==> config.mk <==
export PLATFORM = sky130hd
export DESIGN_NAME = meter_teleinfo_dataset_parser
export DESIGN_NICKNAME = d
export VERILOG_FILES = /design/src/rtl/mtdp_pkg.sv /design/src/rtl/meter_teleinfo_dataset_parser.sv
export SDC_FILE = /design/constraint.sdc
export NUM_CORES = 1
export LEC_CHECK = 0
export BUFFER_PORTS_ARGS = -buffer_cell sky130_fd_sc_hd__buf_2
export CAP_MARGIN = 25
export CELL_PAD_IN_SITES_DETAIL_PLACEMENT = 0
export CELL_PAD_IN_SITES_GLOBAL_PLACEMENT = 1
export CORE_AREA = 10 10 210 360
export CTS_CLUSTER_DIAMETER = 150
export CTS_CLUSTER_SIZE = 12
export DETAILED_ROUTE_END_ITERATION = 12
export DIE_AREA = 0 0 220 370
export HOLD_SLACK_MARGIN = 0.1
export PLACE_DENSITY_LB_ADDON = 0.08
export REMOVE_ABC_BUFFERS = 1
export SYNTH_ARGS = -nofsm -noshare
export SYNTH_HDL_FRONTEND = slang
export SYNTH_SLANG_ARGS = --single-unit
==> constraint.sdc <==
create_clock -name aclk -period 12.77 [get_ports aclk]
set_clock_uncertainty 0.15 [all_clocks]
set_input_delay 1.277 -clock aclk [delete_from_list [all_inputs] [get_ports aclk]]
set_output_delay 1.277 -clock aclk [all_outputs]
set_load 0.02 [all_outputs]
==> src/rtl/mtdp_pkg.sv <==
// Shared constants for the meter teleinformation dataset parser.
// Control characters, status codes, default sizes and register reset values.
// No dependencies.
package mtdp_pkg;

    // Default sizes
    localparam int LINE_DEPTH_DEF  = 64;
    localparam int LABEL_MAX_DEF   = 8;
    localparam int VALUE_MAX_DEF   = 16;
    localparam int LABEL_COUNT_DEF = 5;

    // Register file
    localparam int NUM_REGS  = 5;
    localparam int REG_W     = 64;
    localparam int CFG_IDX_W = 3;

    // Field widths
    localparam int CHAR_W   = 7;
    localparam int STATUS_W = 3;
    localparam int LABEL_W  = 3;
    localparam int SUM_W    = 6;
    localparam int SEP_W    = 3;

    // Control characters, parity already stripped
    localparam logic [CHAR_W-1:0] CH_STX = 7'h02;
    localparam logic [CHAR_W-1:0] CH_ETX = 7'h03;
    localparam logic [CHAR_W-1:0] CH_TAB = 7'h09;
    localparam logic [CHAR_W-1:0] CH_LF  = 7'h0A;
    localparam logic [CHAR_W-1:0] CH_CR  = 7'h0D;
    localparam logic [CHAR_W-1:0] CK_OFFSET = 7'h20;

    // Result status codes
    localparam logic [STATUS_W-1:0] ST_OK        = 3'd0;
    localparam logic [STATUS_W-1:0] ST_UNEXPECT  = 3'd1;
    localparam logic [STATUS_W-1:0] ST_NAME_LONG = 3'd2;
    localparam logic [STATUS_W-1:0] ST_CK_BAD    = 3'd3;
    localparam logic [STATUS_W-1:0] ST_SEP_BAD   = 3'd4;

    // Wanted label reset values
    localparam logic [REG_W-1:0] NAME0_RST = 64'd1129530433;
    localparam logic [REG_W-1:0] NAME1_RST = 64'd211850973769;
    localparam logic [REG_W-1:0] NAME2_RST = 64'd211850973781;
    localparam logic [REG_W-1:0] NAME3_RST = 64'd91621639997779;
    localparam logic [REG_W-1:0] NAME4_RST = 64'd1414742341;

endpackage

==> src/rtl/meter_teleinfo_dataset_parser.sv <==
// Top level of the meter teleinformation dataset parser.
// Depends on mtdp_pkg (constants); holds the line buffer memory.
//
//  channel  | dir | beat fields (low bit first)                       | handshake
//  ---------+-----+---------------------------------------------------+-----------------
//  s_       | in  | tdata: rx_byte[7:0]                               | s_tvalid/s_tready
//  m_       | out | tdata: status, label_index, data_char, char_valid | m_tvalid/m_tready
//           |     | tlast: last                                       |
//  cfg_     | in  | cfg_index (register), cfg_data (64-bit label)     | cfg_valid/cfg_ready
//
// Flow: an input byte is taken whenever the result register is free or draining
// and the readout sequencer is idle. A good dataset's CR starts the value readout:
// each character goes through SQ_READ then SQ_EMIT (registered read of the single
// line buffer read port), and no input byte is taken until the readout has ended.
// Reset: aresetn is synchronous, active low; clears control state and loads label reset values.
// The line buffer is not cleared; every entry read was written in the same dataset.
// Stalls: m_tready low holds the result register; input stalls while it is full.
module meter_teleinfo_dataset_parser #(
    parameter int LINE_DEPTH  = mtdp_pkg::LINE_DEPTH_DEF,
    parameter int LABEL_MAX   = mtdp_pkg::LABEL_MAX_DEF,
    parameter int VALUE_MAX   = mtdp_pkg::VALUE_MAX_DEF,
    parameter int LABEL_COUNT = mtdp_pkg::LABEL_COUNT_DEF
) (
    input  logic                           aclk,
    input  logic                           aresetn,
    // input byte stream
    input  logic                           s_tvalid,
    output logic                           s_tready,
    input  logic [7:0]                     s_tdata,   // rx_byte[7:0]
    // result stream
    output logic                           m_tvalid,
    input  logic                           m_tready,
    output logic [15:0]                    m_tdata,   // status[2:0], label_index[5:3],
                                                      // data_char[12:6], char_valid[13]
    output logic                           m_tlast,   // last
    // configuration writes
    input  logic                           cfg_valid,
    output logic                           cfg_ready,
    input  logic [mtdp_pkg::CFG_IDX_W-1:0] cfg_index,
    input  logic [mtdp_pkg::REG_W-1:0]     cfg_data
);

    localparam int ADDR_W = (LINE_DEPTH > 1) ? $clog2(LINE_DEPTH) : 1;
    localparam int CNT_W  = $clog2(LINE_DEPTH + 1);
    localparam int NAME_W = LABEL_MAX * 8;
    localparam int LEN_W  = $clog2(VALUE_MAX + 1);
    localparam int LW     = (CNT_W + 1 > LEN_W) ? CNT_W + 1 : LEN_W;
    localparam int CW     = mtdp_pkg::CHAR_W;

    typedef enum logic [2:0] {
        PH_IDLE, PH_FRAME, PH_NAME, PH_SKIP, PH_BODY
    } phase_t;

    typedef enum logic [1:0] {
        SQ_RX, SQ_READ, SQ_EMIT, SQ_FLUSH
    } seq_t;

    // ---------------- state ----------------
    phase_t                        phase_reg, phase_next;
    seq_t                          sq_reg, sq_next;
    logic [mtdp_pkg::REG_W-1:0]    wanted_reg [LABEL_COUNT];
    logic [CNT_W-1:0]              fill_reg, fill_next;
    logic [mtdp_pkg::SEP_W-1:0]    sep_cnt_reg, sep_cnt_next;
    logic [CNT_W-1:0]              sep_pos_reg [3];
    logic [CNT_W-1:0]              sep_pos_next [3];
    logic [mtdp_pkg::LABEL_W-1:0]  match_reg, match_next;
    logic [NAME_W-1:0]             name_reg, name_next;
    logic [mtdp_pkg::SUM_W-1:0]    sum_reg, sum_next;     // checksum of all but newest byte
    logic [CW-1:0]                 last_reg, last_next;   // newest stored byte
    logic [ADDR_W-1:0]             addr_reg, addr_next;
    logic [LEN_W-1:0]              left_reg, left_next;
    logic [CW-1:0]                 pend_reg, pend_next;   // char held until its last flag is known
    logic                          pend_v_reg, pend_v_next;

    // result register
    logic                          mv_reg, mv_next;
    logic [mtdp_pkg::STATUS_W-1:0] mstat_reg, mstat_next;
    logic [mtdp_pkg::LABEL_W-1:0]  mlbl_reg, mlbl_next;
    logic [CW-1:0]                 mchar_reg, mchar_next;
    logic                          mcv_reg, mcv_next;
    logic                          mlast_reg, mlast_next;

    // line buffer
    logic [CW-1:0]                 line_mem [LINE_DEPTH];
    logic [CW-1:0]                 rd_data_reg;
    logic                          mem_we, mem_re;
    logic [CW-1:0]                 mem_wdata;

    // ---------------- handshake ----------------
    logic          out_free, accept;
    logic [CW-1:0] rx;

    assign out_free  = !mv_reg || m_tready;
    assign s_tready  = (sq_reg == SQ_RX) && out_free;
    assign accept    = s_tvalid && s_tready;
    assign rx        = s_tdata[CW-1:0];
    assign cfg_ready = 1'b1;

    assign m_tvalid = mv_reg;
    assign m_tlast  = mlast_reg;
    assign m_tdata  = {2'b00, mcv_reg, mchar_reg, mlbl_reg, mstat_reg};

    // ---------------- name match ----------------
    logic [mtdp_pkg::REG_W-1:0]   name64;
    logic                         name_hit;
    logic [mtdp_pkg::LABEL_W-1:0] name_idx;

    assign name64 = mtdp_pkg::REG_W'(name_reg);

    always_comb begin
        name_hit = 1'b0;
        name_idx = '0;
        // scan downward so the lowest matching label wins
        for (int i = LABEL_COUNT - 1; i >= 0; i--) begin
            if (wanted_reg[i] != '0 && wanted_reg[i] == name64) begin
                name_hit = 1'b1;
                name_idx = mtdp_pkg::LABEL_W'(i);
            end
        end
    end

    // ---------------- dataset checks ----------------
    logic [CW-1:0]    last_term;
    logic [CW-1:0]    ck_calc;
    logic             ck_ok, sep_ok;
    logic [CNT_W-1:0] sel_lo, sel_hi;
    logic [LW-1:0]    v_start, v_stop, v_len_raw;
    logic [LEN_W-1:0] v_len;

    // tabs are stored as zero but count as a tab in the sum
    assign last_term = (last_reg == '0) ? mtdp_pkg::CH_TAB : last_reg;
    assign ck_calc   = CW'(sum_reg) + mtdp_pkg::CK_OFFSET;
    assign ck_ok     = (ck_calc == last_reg);
    assign sep_ok    = (sep_cnt_reg == 3'd2) || (sep_cnt_reg == 3'd3);

    // value lies between the last two recorded separators
    assign sel_lo    = (sep_cnt_reg == 3'd3) ? sep_pos_reg[1] : sep_pos_reg[0];
    assign sel_hi    = (sep_cnt_reg == 3'd3) ? sep_pos_reg[2] : sep_pos_reg[1];
    assign v_start   = LW'(sel_lo) + LW'(1);
    assign v_stop    = LW'(sel_hi);
    assign v_len_raw = (v_stop > v_start) ? (v_stop - v_start) : '0;
    assign v_len     = (v_len_raw > LW'(VALUE_MAX)) ? LEN_W'(VALUE_MAX) : LEN_W'(v_len_raw);

    // ---------------- next state ----------------
    always_comb begin
        phase_next  = phase_reg;
        sq_next     = sq_reg;
        fill_next   = fill_reg;
        sep_cnt_next = sep_cnt_reg;
        for (int i = 0; i < 3; i++) begin
            sep_pos_next[i] = sep_pos_reg[i];
        end
        match_next  = match_reg;
        name_next   = name_reg;
        sum_next    = sum_reg;
        last_next   = last_reg;
        addr_next   = addr_reg;
        left_next   = left_reg;
        pend_next   = pend_reg;
        pend_v_next = pend_v_reg;
        mem_we      = 1'b0;
        mem_re      = 1'b0;
        mem_wdata   = rx;

        mv_next    = mv_reg && !m_tready;
        mstat_next = mstat_reg;
        mlbl_next  = mlbl_reg;
        mchar_next = mchar_reg;
        mcv_next   = mcv_reg;
        mlast_next = mlast_reg;

        case (sq_reg)
            SQ_RX: begin
                if (accept) begin
                    case (phase_reg)
                        PH_IDLE: begin
                            if (rx == mtdp_pkg::CH_STX) begin
                                phase_next = PH_FRAME;
                            end
                        end
                        PH_FRAME: begin
                            if (rx == mtdp_pkg::CH_LF) begin
                                fill_next    = '0;
                                sep_cnt_next = '0;
                                sum_next     = '0;
                                name_next    = '0;
                                phase_next   = PH_NAME;
                            end else if (rx == mtdp_pkg::CH_ETX) begin
                                phase_next = PH_IDLE;
                            end else begin
                                mv_next    = 1'b1;
                                mstat_next = mtdp_pkg::ST_UNEXPECT;
                                mlbl_next  = '0;
                                mchar_next = '0;
                                mcv_next   = 1'b0;
                                mlast_next = 1'b1;
                                phase_next = PH_IDLE;
                            end
                        end
                        PH_NAME: begin
                            if (rx == mtdp_pkg::CH_TAB) begin
                                if (name_hit) begin
                                    sep_pos_next[0] = fill_reg;
                                    sep_cnt_next    = 3'd1;
                                    mem_we          = 1'b1;
                                    mem_wdata       = '0;
                                    if (fill_reg != '0) begin
                                        sum_next = sum_reg + last_term[mtdp_pkg::SUM_W-1:0];
                                    end
                                    last_next  = '0;
                                    fill_next  = fill_reg + CNT_W'(1);
                                    match_next = name_idx;
                                    phase_next = PH_BODY;
                                end else begin
                                    fill_next  = '0;
                                    phase_next = PH_SKIP;
                                end
                            end else if (fill_reg >= CNT_W'(LABEL_MAX)) begin
                                mv_next    = 1'b1;
                                mstat_next = mtdp_pkg::ST_NAME_LONG;
                                mlbl_next  = '0;
                                mchar_next = '0;
                                mcv_next   = 1'b0;
                                mlast_next = 1'b1;
                                phase_next = PH_IDLE;
                            end else begin
                                mem_we = 1'b1;
                                for (int k = 0; k < LABEL_MAX; k++) begin
                                    if (fill_reg == CNT_W'(k)) begin
                                        name_next[k*8 +: 8] = {1'b0, rx};
                                    end
                                end
                                if (fill_reg != '0) begin
                                    sum_next = sum_reg + last_term[mtdp_pkg::SUM_W-1:0];
                                end
                                last_next = rx;
                                fill_next = fill_reg + CNT_W'(1);
                            end
                        end
                        PH_SKIP: begin
                            if (rx == mtdp_pkg::CH_CR) begin
                                phase_next = PH_FRAME;
                            end
                        end
                        PH_BODY: begin
                            if (rx == mtdp_pkg::CH_CR) begin
                                if (!ck_ok || !sep_ok) begin
                                    mv_next    = 1'b1;
                                    mstat_next = ck_ok ? mtdp_pkg::ST_SEP_BAD
                                                       : mtdp_pkg::ST_CK_BAD;
                                    mlbl_next  = '0;
                                    mchar_next = '0;
                                    mcv_next   = 1'b0;
                                    mlast_next = 1'b1;
                                    phase_next = PH_IDLE;
                                end else begin
                                    phase_next   = PH_FRAME;
                                    sep_cnt_next = '0;
                                    if (v_len == '0) begin
                                        // empty value: one ok result, no char
                                        mv_next    = 1'b1;
                                        mstat_next = mtdp_pkg::ST_OK;
                                        mlbl_next  = match_reg;
                                        mchar_next = '0;
                                        mcv_next   = 1'b0;
                                        mlast_next = 1'b1;
                                    end else begin
                                        addr_next   = ADDR_W'(v_start);
                                        left_next   = v_len;
                                        pend_v_next = 1'b0;
                                        sq_next     = SQ_READ;
                                    end
                                end
                            end else if (fill_reg >= CNT_W'(LINE_DEPTH)) begin
                                // buffer overflow drops the frame quietly
                                phase_next = PH_IDLE;
                            end else begin
                                mem_we = 1'b1;
                                if (rx == mtdp_pkg::CH_TAB) begin
                                    for (int i = 0; i < 3; i++) begin
                                        if (sep_cnt_reg == mtdp_pkg::SEP_W'(i)) begin
                                            sep_pos_next[i] = fill_reg;
                                        end
                                    end
                                    if (sep_cnt_reg != 3'd7) begin
                                        sep_cnt_next = sep_cnt_reg + 3'd1;
                                    end
                                    mem_wdata = '0;
                                    last_next = '0;
                                end else begin
                                    last_next = rx;
                                end
                                if (fill_reg != '0) begin
                                    sum_next = sum_reg + last_term[mtdp_pkg::SUM_W-1:0];
                                end
                                fill_next = fill_reg + CNT_W'(1);
                            end
                        end
                        default: begin
                            phase_next = PH_IDLE;
                        end
                    endcase
                end
            end
            SQ_READ: begin
                mem_re  = 1'b1;
                sq_next = SQ_EMIT;
            end
            SQ_EMIT: begin
                if (out_free) begin
                    if (rd_data_reg == '0) begin
                        // stored zero ends the value early
                        mv_next    = 1'b1;
                        mstat_next = mtdp_pkg::ST_OK;
                        mlbl_next  = match_reg;
                        mchar_next = pend_v_reg ? pend_reg : '0;
                        mcv_next   = pend_v_reg;
                        mlast_next = 1'b1;
                        sq_next    = SQ_RX;
                    end else begin
                        if (pend_v_reg) begin
                            mv_next    = 1'b1;
                            mstat_next = mtdp_pkg::ST_OK;
                            mlbl_next  = match_reg;
                            mchar_next = pend_reg;
                            mcv_next   = 1'b1;
                            mlast_next = 1'b0;
                        end
                        pend_next   = rd_data_reg;
                        pend_v_next = 1'b1;
                        left_next   = left_reg - LEN_W'(1);
                        addr_next   = addr_reg + ADDR_W'(1);
                        sq_next     = (left_reg == LEN_W'(1)) ? SQ_FLUSH : SQ_READ;
                    end
                end
            end
            SQ_FLUSH: begin
                if (out_free) begin
                    mv_next    = 1'b1;
                    mstat_next = mtdp_pkg::ST_OK;
                    mlbl_next  = match_reg;
                    mchar_next = pend_reg;
                    mcv_next   = 1'b1;
                    mlast_next = 1'b1;
                    sq_next    = SQ_RX;
                end
            end
            default: begin
                sq_next = SQ_RX;
            end
        endcase
    end

    // ---------------- registers ----------------
    always_ff @(posedge aclk) begin
        if (!aresetn) begin
            phase_reg   <= PH_IDLE;
            sq_reg      <= SQ_RX;
            fill_reg    <= '0;
            sep_cnt_reg <= '0;
            for (int i = 0; i < 3; i++) begin
                sep_pos_reg[i] <= '0;
            end
            match_reg   <= '0;
            pend_v_reg  <= 1'b0;
            mv_reg      <= 1'b0;
            for (int i = 0; i < LABEL_COUNT; i++) begin
                case (i)
                    0: wanted_reg[i] <= mtdp_pkg::NAME0_RST;
                    1: wanted_reg[i] <= mtdp_pkg::NAME1_RST;
                    2: wanted_reg[i] <= mtdp_pkg::NAME2_RST;
                    3: wanted_reg[i] <= mtdp_pkg::NAME3_RST;
                    default: wanted_reg[i] <= mtdp_pkg::NAME4_RST;
                endcase
            end
        end else begin
            phase_reg   <= phase_next;
            sq_reg      <= sq_next;
            fill_reg    <= fill_next;
            sep_cnt_reg <= sep_cnt_next;
            for (int i = 0; i < 3; i++) begin
                sep_pos_reg[i] <= sep_pos_next[i];
            end
            match_reg   <= match_next;
            pend_v_reg  <= pend_v_next;
            mv_reg      <= mv_next;
            // labels beyond LABEL_COUNT are never compared, writes there drop
            if (cfg_valid && cfg_ready) begin
                for (int i = 0; i < LABEL_COUNT; i++) begin
                    if (cfg_index == mtdp_pkg::CFG_IDX_W'(i)) begin
                        wanted_reg[i] <= cfg_data;
                    end
                end
            end
        end
        // payload
        name_reg  <= name_next;
        sum_reg   <= sum_next;
        last_reg  <= last_next;
        addr_reg  <= addr_next;
        left_reg  <= left_next;
        pend_reg  <= pend_next;
        mstat_reg <= mstat_next;
        mlbl_reg  <= mlbl_next;
        mchar_reg <= mchar_next;
        mcv_reg   <= mcv_next;
        mlast_reg <= mlast_next;
    end

    // ---------------- line buffer ----------------
    // writes land at the fill position; reads come only from the readout sequencer
    always_ff @(posedge aclk) begin
        if (mem_we) begin
            line_mem[fill_reg[ADDR_W-1:0]] <= mem_wdata;
        end
        if (mem_re) begin
            rd_data_reg <= line_mem[addr_reg];
        end
    end

endmodule

# ---- Yosys cells after proc, flatten, opt, wreduce, memory -nomap -nowiden
# Memory sizes are Yosys's and may differ from the RTL's. A register that Yosys moved wholly into a read port is not among the register bits.
# Index checks and enable logic that the tools add are counted.
dict set report totals {
  ff_bits 130
  latch_bits 0
  mem_bits_rw 789
  rom_bits 0
  in_bits 80
  output_inout_bits 20
  wordCells 422
  mem_count 3
}
dict set report op_classes {
  addsub 8
  mul 0
  div_mod_pow 0
  order_cmp 4
  n_eq_ne 75
  n_shift 0
  mux 246
  n_bitwise 9
  reduce_logical 52
}
# memory depth word_bits read_ports rd_ports_with_merged_regs write_ports line
set memory_table {}
lappend memory_table {line_mem 64 7 1 1 1 meter_teleinfo_dataset_parser.sv:84} ;# logic [CW-1:0] line_mem [LINE_DEPTH];
lappend memory_table {wanted_reg 5 64 5 0 5 meter_teleinfo_dataset_parser.sv:61} ;# logic [mtdp_pkg::REG_W-1:0] wanted_reg [LABEL_COUNT];
lappend memory_table {sep_pos_reg 3 7 3 0 3 meter_teleinfo_dataset_parser.sv:64} ;# logic [CNT_W-1:0] sep_pos_reg [3];
# operator count
set ops {}
lappend ops {{$mux W64} 8}
lappend ops {{$eq A64 B64 Y1} 5}
lappend ops {{$reduce_bool A64 Y1} 5}
lappend ops {{$mux W7} 41}
lappend ops {{$mux W3} 44}
lappend ops {{$pmux W64 S2} 1}
lappend ops {{$mux W21} 5}
lappend ops {{$mux W6} 15}
lappend ops {{$mux W1} 80}
lappend ops {{$reduce_and A7 Y1} 11}
lappend ops {{$mux W8} 9}
lappend ops {{$pmux W7 S3} 3}
lappend ops {{$ne A2 B2 Y1 const B} 23}
lappend ops {{$ne A3 B3 Y1 const B} 15}
lappend ops {{$pmux W3 S3} 5}
lappend ops {{$pmux W7 S2} 3}
lappend ops {{$mux W5} 8}
lappend ops {{$eq A7 B2 Y1 const B} 4}
lappend ops {{$eq A7 B3 Y1 const B} 4}
lappend ops {{$eq A7 B4 Y1 const B} 3}
lappend ops {{$logic_not A7 Y1} 3}
lappend ops {{$mux W2} 10}
lappend ops {{$eq A3 B2 Y1 const B} 6}
lappend ops {{$pmux W1 S3} 6}
lappend ops {{46 further kinds} 77}

# ---- Logic depth before layout (Yosys ltp)
# An unclocked memory read counts as a cell.
dict set report depth {
  word_depth 15
  ltp_mapped 19
  depth_no_buf 16
}

# ---- Worst setup path before layout
# OpenSTA, ideal clock, no wires.
dict set report synth_timing {
  path_type {input to register}
  start {input cfg_index[1] (netlist bit)}
  end {memory wanted_reg[0][0] (netlist bit) (enable)}
  setup_time_ns 0.582
  arrival_time_ns 6.169
  required_time_ns 12.038
  setup_slack_ns 5.869
  path_stages 2
  path_buffers 0
  path_cell_list {nand2b_1 o31ai_1}
}
# item line
set synth_lines {}
lappend synth_lines {{start, declared} meter_teleinfo_dataset_parser.sv:39} ;# input logic [mtdp_pkg::CFG_IDX_W-1:0] cfg_index,
lappend synth_lines {{end, declared} meter_teleinfo_dataset_parser.sv:61}

# ---- Worst setup path after layout
dict set report layout_timing {
  start {register sep_cnt_reg[0] (netlist bit)}
  end {register mstat_reg[0] (netlist bit) (enable)}
}
dict set report layout_via {
  elab_chain_cells 10
  word_cells_on_any_way 16
  classes_between {add/sub (2); order compare (2); eq/ne (3); mux (4); reduce/logical (5)}
}
# item line
set layout_lines {}
lappend layout_lines {{start, declared} meter_teleinfo_dataset_parser.sv:63} ;# logic [mtdp_pkg::SEP_W-1:0] sep_cnt_reg, sep_cnt_next;
lappend layout_lines {{start signal, assigned} meter_teleinfo_dataset_parser.sv:380} ;# sep_cnt_reg <= sep_cnt_next;
lappend layout_lines {{$eq A3 B2 Y1} {meter_teleinfo_dataset_parser.sv:134, meter_teleinfo_dataset_parser.sv:137, meter_teleinfo_dataset_parser.sv:138}}
lappend layout_lines {{$mux W7} meter_teleinfo_dataset_parser.sv:137} ;# assign sel_lo = (sep_cnt_reg == 3'd3) ? sep_pos_reg[1] : sep_pos_reg[0];
lappend layout_lines {{$add A7 B1 Y8} meter_teleinfo_dataset_parser.sv:139} ;# assign v_start = LW'(sel_lo) + LW'(1);
lappend layout_lines {{$sub A7 B8 Y8 / $gt A7 B8 Y1 (equally long branches)} meter_teleinfo_dataset_parser.sv:141} ;# assign v_len_raw = (v_stop > v_start) ? (v_stop - v_start) : '0;
lappend layout_lines {{$mux W8} meter_teleinfo_dataset_parser.sv:141}
lappend layout_lines {{$gt A8 B5 Y1} meter_teleinfo_dataset_parser.sv:142} ;# assign v_len = (v_len_raw > LW'(VALUE_MAX)) ? LEN_W'(VALUE_MAX) : LEN_W'(v_len_raw);
lappend layout_lines {{$mux W5} meter_teleinfo_dataset_parser.sv:142}
lappend layout_lines {{$logic_not A5 Y1} meter_teleinfo_dataset_parser.sv:259} ;# if (v_len == '0) begin
lappend layout_lines {{$ne A4 B4 Y1 (no source line) (*)} n/a}
lappend layout_lines {{$reduce_and A12 Y1 (no source line) (*)} n/a}
lappend layout_lines {{end signal, assigned} meter_teleinfo_dataset_parser.sv:403} ;# mstat_reg <= mstat_next;
lappend layout_lines {{end, declared} meter_teleinfo_dataset_parser.sv:77} ;# logic [mtdp_pkg::STATUS_W-1:0] mstat_reg, mstat_next;
# Mark *: on every way between the ends. The rest lies on a longest branch, timed or not.
# A chain may end at the register's enable or synchronous reset.

==> flow_metrics.tcl <==
set metrics [dict create \
    cts_buffers 86 \
    track_usage 0.347 \
    synth_top_flop_cell "edfxtp_1" \
    crit_end "mstat_reg[0]$_SDFFCE_PP0P_" \
    coreArea_mm2 0.0695 \
    hp-class "reg2reg" \
    switchingPower_w 0.00149 \
    dr.pass1.iters 5 \
    drc 0 \
    hold_buffers 0 \
    combPwrFrac 0.064 \
    ir_drop_mv 0.197 \
    outcome "finished clean" \
    syn_area_per_cell_um2 15.8 \
    grt_overflow 0 \
    dieArea_mm2 0.0814 \
    finalSetupTns_ns 0 \
    endpoint_kind "flop" \
    final_layout_size_suffix_gt1_frac 0.161 \
    layout_common_cells "877 x edfxtp_1, 219 x xor2_1, 177 x nor4_1" \
    vias 24100 \
    start_util 0.574 \
    rsz0062_at_grt "no" \
    ys_warn_count 0 \
    cts_setup_buffers 0 \
    grt_pass1_vias 24400 \
    grt_max_degree 116 \
    leakagePower_nw 14.1 \
    ys_seq_area_frac 0.681 \
    cts_sinks 918 \
    startpoint_type "flop" \
    die_h_um 370 \
    maxCapViolCount 0 \
    clk_latency_ns 0.68 \
    syn-cell-area_mm2 0.0399 \
    finalInstanceArea_mm2 0.0439 \
    wirelength_um 139000 \
    synth_cell_types 80 \
    worstPathArrival_ns 5.61 \
    gp_congestion 1.05 \
    area_growth_pct 9.98 \
    ios 100 \
    slew_violations 0 \
    cpMostUsedCell "ha_1" \
    r2r-start "sep_cnt_reg[0]$_SDFFE_PN0P_" \
    wl_per_cell_um 39.2 \
    place_hpwl_um 98000 \
    ff2ff_path_depth 16 \
    antenna_found_initial 7 \
    fin_crit_ns 5.50 \
    critPathLaunch "sep_cnt_reg[0]$_SDFFE_PN0P_" \
    largest_reg_flops 448 \
    seqPwrFrac 0.558 \
    maxSlewHeadroom 0.181 \
    drt-initial-drc-count 2722 \
    swShare 0.239 \
    rows 128 \
    setup_viol 0 \
    path_max_fanout 34 \
    cts_buffer_depth 3 \
    slowest_stage "and3_1" \
    worstPathRequired_ns 12.88 \
    final_antenna_net_count 0 \
    path_class "reg2reg" \
    hold_viol 0 \
    cts.clk_slew.worst_paths_ns 0.06 \
    cts_tree "built" \
    worst_pin_slew_ns 1.22 \
    synth-seq-cells 918 \
    rr_endpoint "mstat_reg[0]$_SDFFCE_PP0P_" \
    cp_cell_sequence "ha_1, ha_1, buf_4, mux2i_1, inv_1, ha_1, inv_1, ha_1, nor2b_1, o31ai_1, a31o_1, a41oi_1, o2111ai_1, o21ai_1, o211ai_1, and3_1" \
    grt_pass1_wl_um 191000 \
    fin_hold_ws_ns 0.302 \
    synth-edff-count 877 \
    die_w_um 220 \
    pwr-share-clk 0.378 \
    syn_inst 2530 \
    avgViaCountPerCell 6.77 \
    fin_crit_sh 0.431 \
    power.internal_w 0.00476 \
    cts_resized 0 \
    final_common_cell "edfxtp_1" \
    synthArstFlopShare 0 \
    reg2reg_slack_ns 7.27 \
    fin_nets 2714 \
    fmax_mhz 182 \
    numPortBuffers 95 \
    power_density_mw_per_mm2 142 \
    clock-root-buffer "clkbuf_16" \
    cts_max_level 3 \
    place_area_mm2 0.0413 \
    slowest_delay_ns 0.84 \
]
worst max-delay path: cells and delay by family (launching register included):
kind / cells / cell delay [ns]
and+or+nand+nor: 2 / 1.00
buffers and inverters: 3 / 0.49
AOI/OAI and AO/OA: 6 / 1.68
muxes: 1 / 0.37
adders and majority gates: 4 / 0.99
DFF: 1 / 0.40
power by group through the flow:
| stage | logic [W] | registers (W) | clock network, W |
|---|---|---|---|
| 2_1_floorplan | 0.000160 | 0.00352 | 0 |
| 3_3_place_gp | 0.000361 | 0.00354 | 0 |
| 3_5_place_dp | 0.000364 | 0.00355 | 0 |
| 4_1_cts | 0.000365 | 0.00348 | 0.00238 |
| 5_1_grt | 0.000402 | 0.00349 | 0.00250 |
| 6_report | 0.000398 | 0.00349 | 0.00236 |
cells by family (layout without fill, tap and decap cells):
family,Yosys count,after routing,synth area share
mux,169,169,0.0887
flops,918,918,0.681
xor+xnor,302,302,0.0663
other cells,2,6,0.000188
fa+ha+maj,27,27,0.00884
simple gates,776,776,0.110
buf+inv,185,295,0.0182
compound gates,151,151,0.0276
final cells by class:
type	count	area (um^2)
antenna	3	7.51
clock buffer	116	2310
clock inverter	6	145
fill	4975	25600
inverter	30	113
multi-input combinational	1428	12200
sequential	918	27200
tap	910	1140
timing repair buffer	143	842
synthesized netlist by cell type (all sizes together) (4+ instances only):
library cell / instances / share of area
a2111oi: 4 / 0.0013
a211o: 4 / 0.00088
a211oi: 4 / 0.00075
a21o: 4 / 0.00075
a21oi: 51 / 0.0064
a31oi: 4 / 0.00063
and2: 78 / 0.012
and3: 10 / 0.0016
buf: 34 / 0.0040
clkbuf: 121 / 0.011
dfxtp: 41 / 0.021
edfxtp: 877 / 0.66
ha: 25 / 0.0078
inv: 30 / 0.0028
mux2: 7 / 0.0020
mux2i: 15 / 0.0038
mux4: 147 / 0.083
nand2: 82 / 0.0077
nand2b: 47 / 0.0074
nand3: 50 / 0.0063
nand3b: 7 / 0.0013
nand4: 72 / 0.011
nand4b: 10 / 0.0022
nor2: 122 / 0.011
nor2b: 24 / 0.0038
nor3: 32 / 0.0043
nor4: 183 / 0.029
nor4b: 4 / 0.00088
o2111ai: 4 / 0.0012
o211ai: 11 / 0.0038
o21a: 6 / 0.0011
o21ai: 23 / 0.0029
o22ai: 4 / 0.00063
o31ai: 6 / 0.0011
or2: 4 / 0.00063
or3: 13 / 0.0020
or4: 24 / 0.0045
or4bb: 4 / 0.0011
xnor2: 80 / 0.018
xor2: 222 / 0.049
metal layers:
layer / global-route usage / vias up / wire length, um
li1: - / 9984 / -
met3: 0.0791 / 405 / 9580
met4: 0.307 / 6 / 14100
met2: 0.597 / 1283 / 73100
met5: 0 / - / 46
met1: 0.343 / 12400 / 42600
stage by stage:
step / cells / utilization / setup WS [ns] / total power (W)
CTS: 3539 / 0.629 / 7.11 / 0.00623
global placement: 3412 / 0.594 / 7.09 / 0.00390
floorplan: 2376 / - / 5.87 / 0.00368
detailed placement: 3417 / 0.594 / 6.86 / 0.00391
global route: 3551 / 0.631 / 6.98 / 0.00639
finish: 3554 / 0.631 / 7.27 / 0.00625
worst min-delay path by stage:
stage | from | end | slack [ns] | depth (start not counted)
finish | sep_pos_reg[0][18]$_SDFFE_PN0P_ | sep_pos_reg[0][18]$_SDFFE_PN0P_ | 0.30 | 2
CTS | sep_pos_reg[0][18]$_SDFFE_PN0P_ | sep_pos_reg[0][18]$_SDFFE_PN0P_ | 0.30 | 2
global placement | rd_data_reg[5]$_DFFE_PN_ | pend_reg[5]$_DFFE_PP_ | 0.28 | 0
global route | rd_data_reg[1]$_DFFE_PN_ | pend_reg[1]$_DFFE_PP_ | 0.32 | 0
detailed placement | rd_data_reg[5]$_DFFE_PN_ | pend_reg[5]$_DFFE_PP_ | 0.29 | 0
floorplan | rd_data_reg[6]$_DFFE_PN_ | pend_reg[6]$_DFFE_PP_ | 0.27 | 0
(Power assumes the default switching activity.)
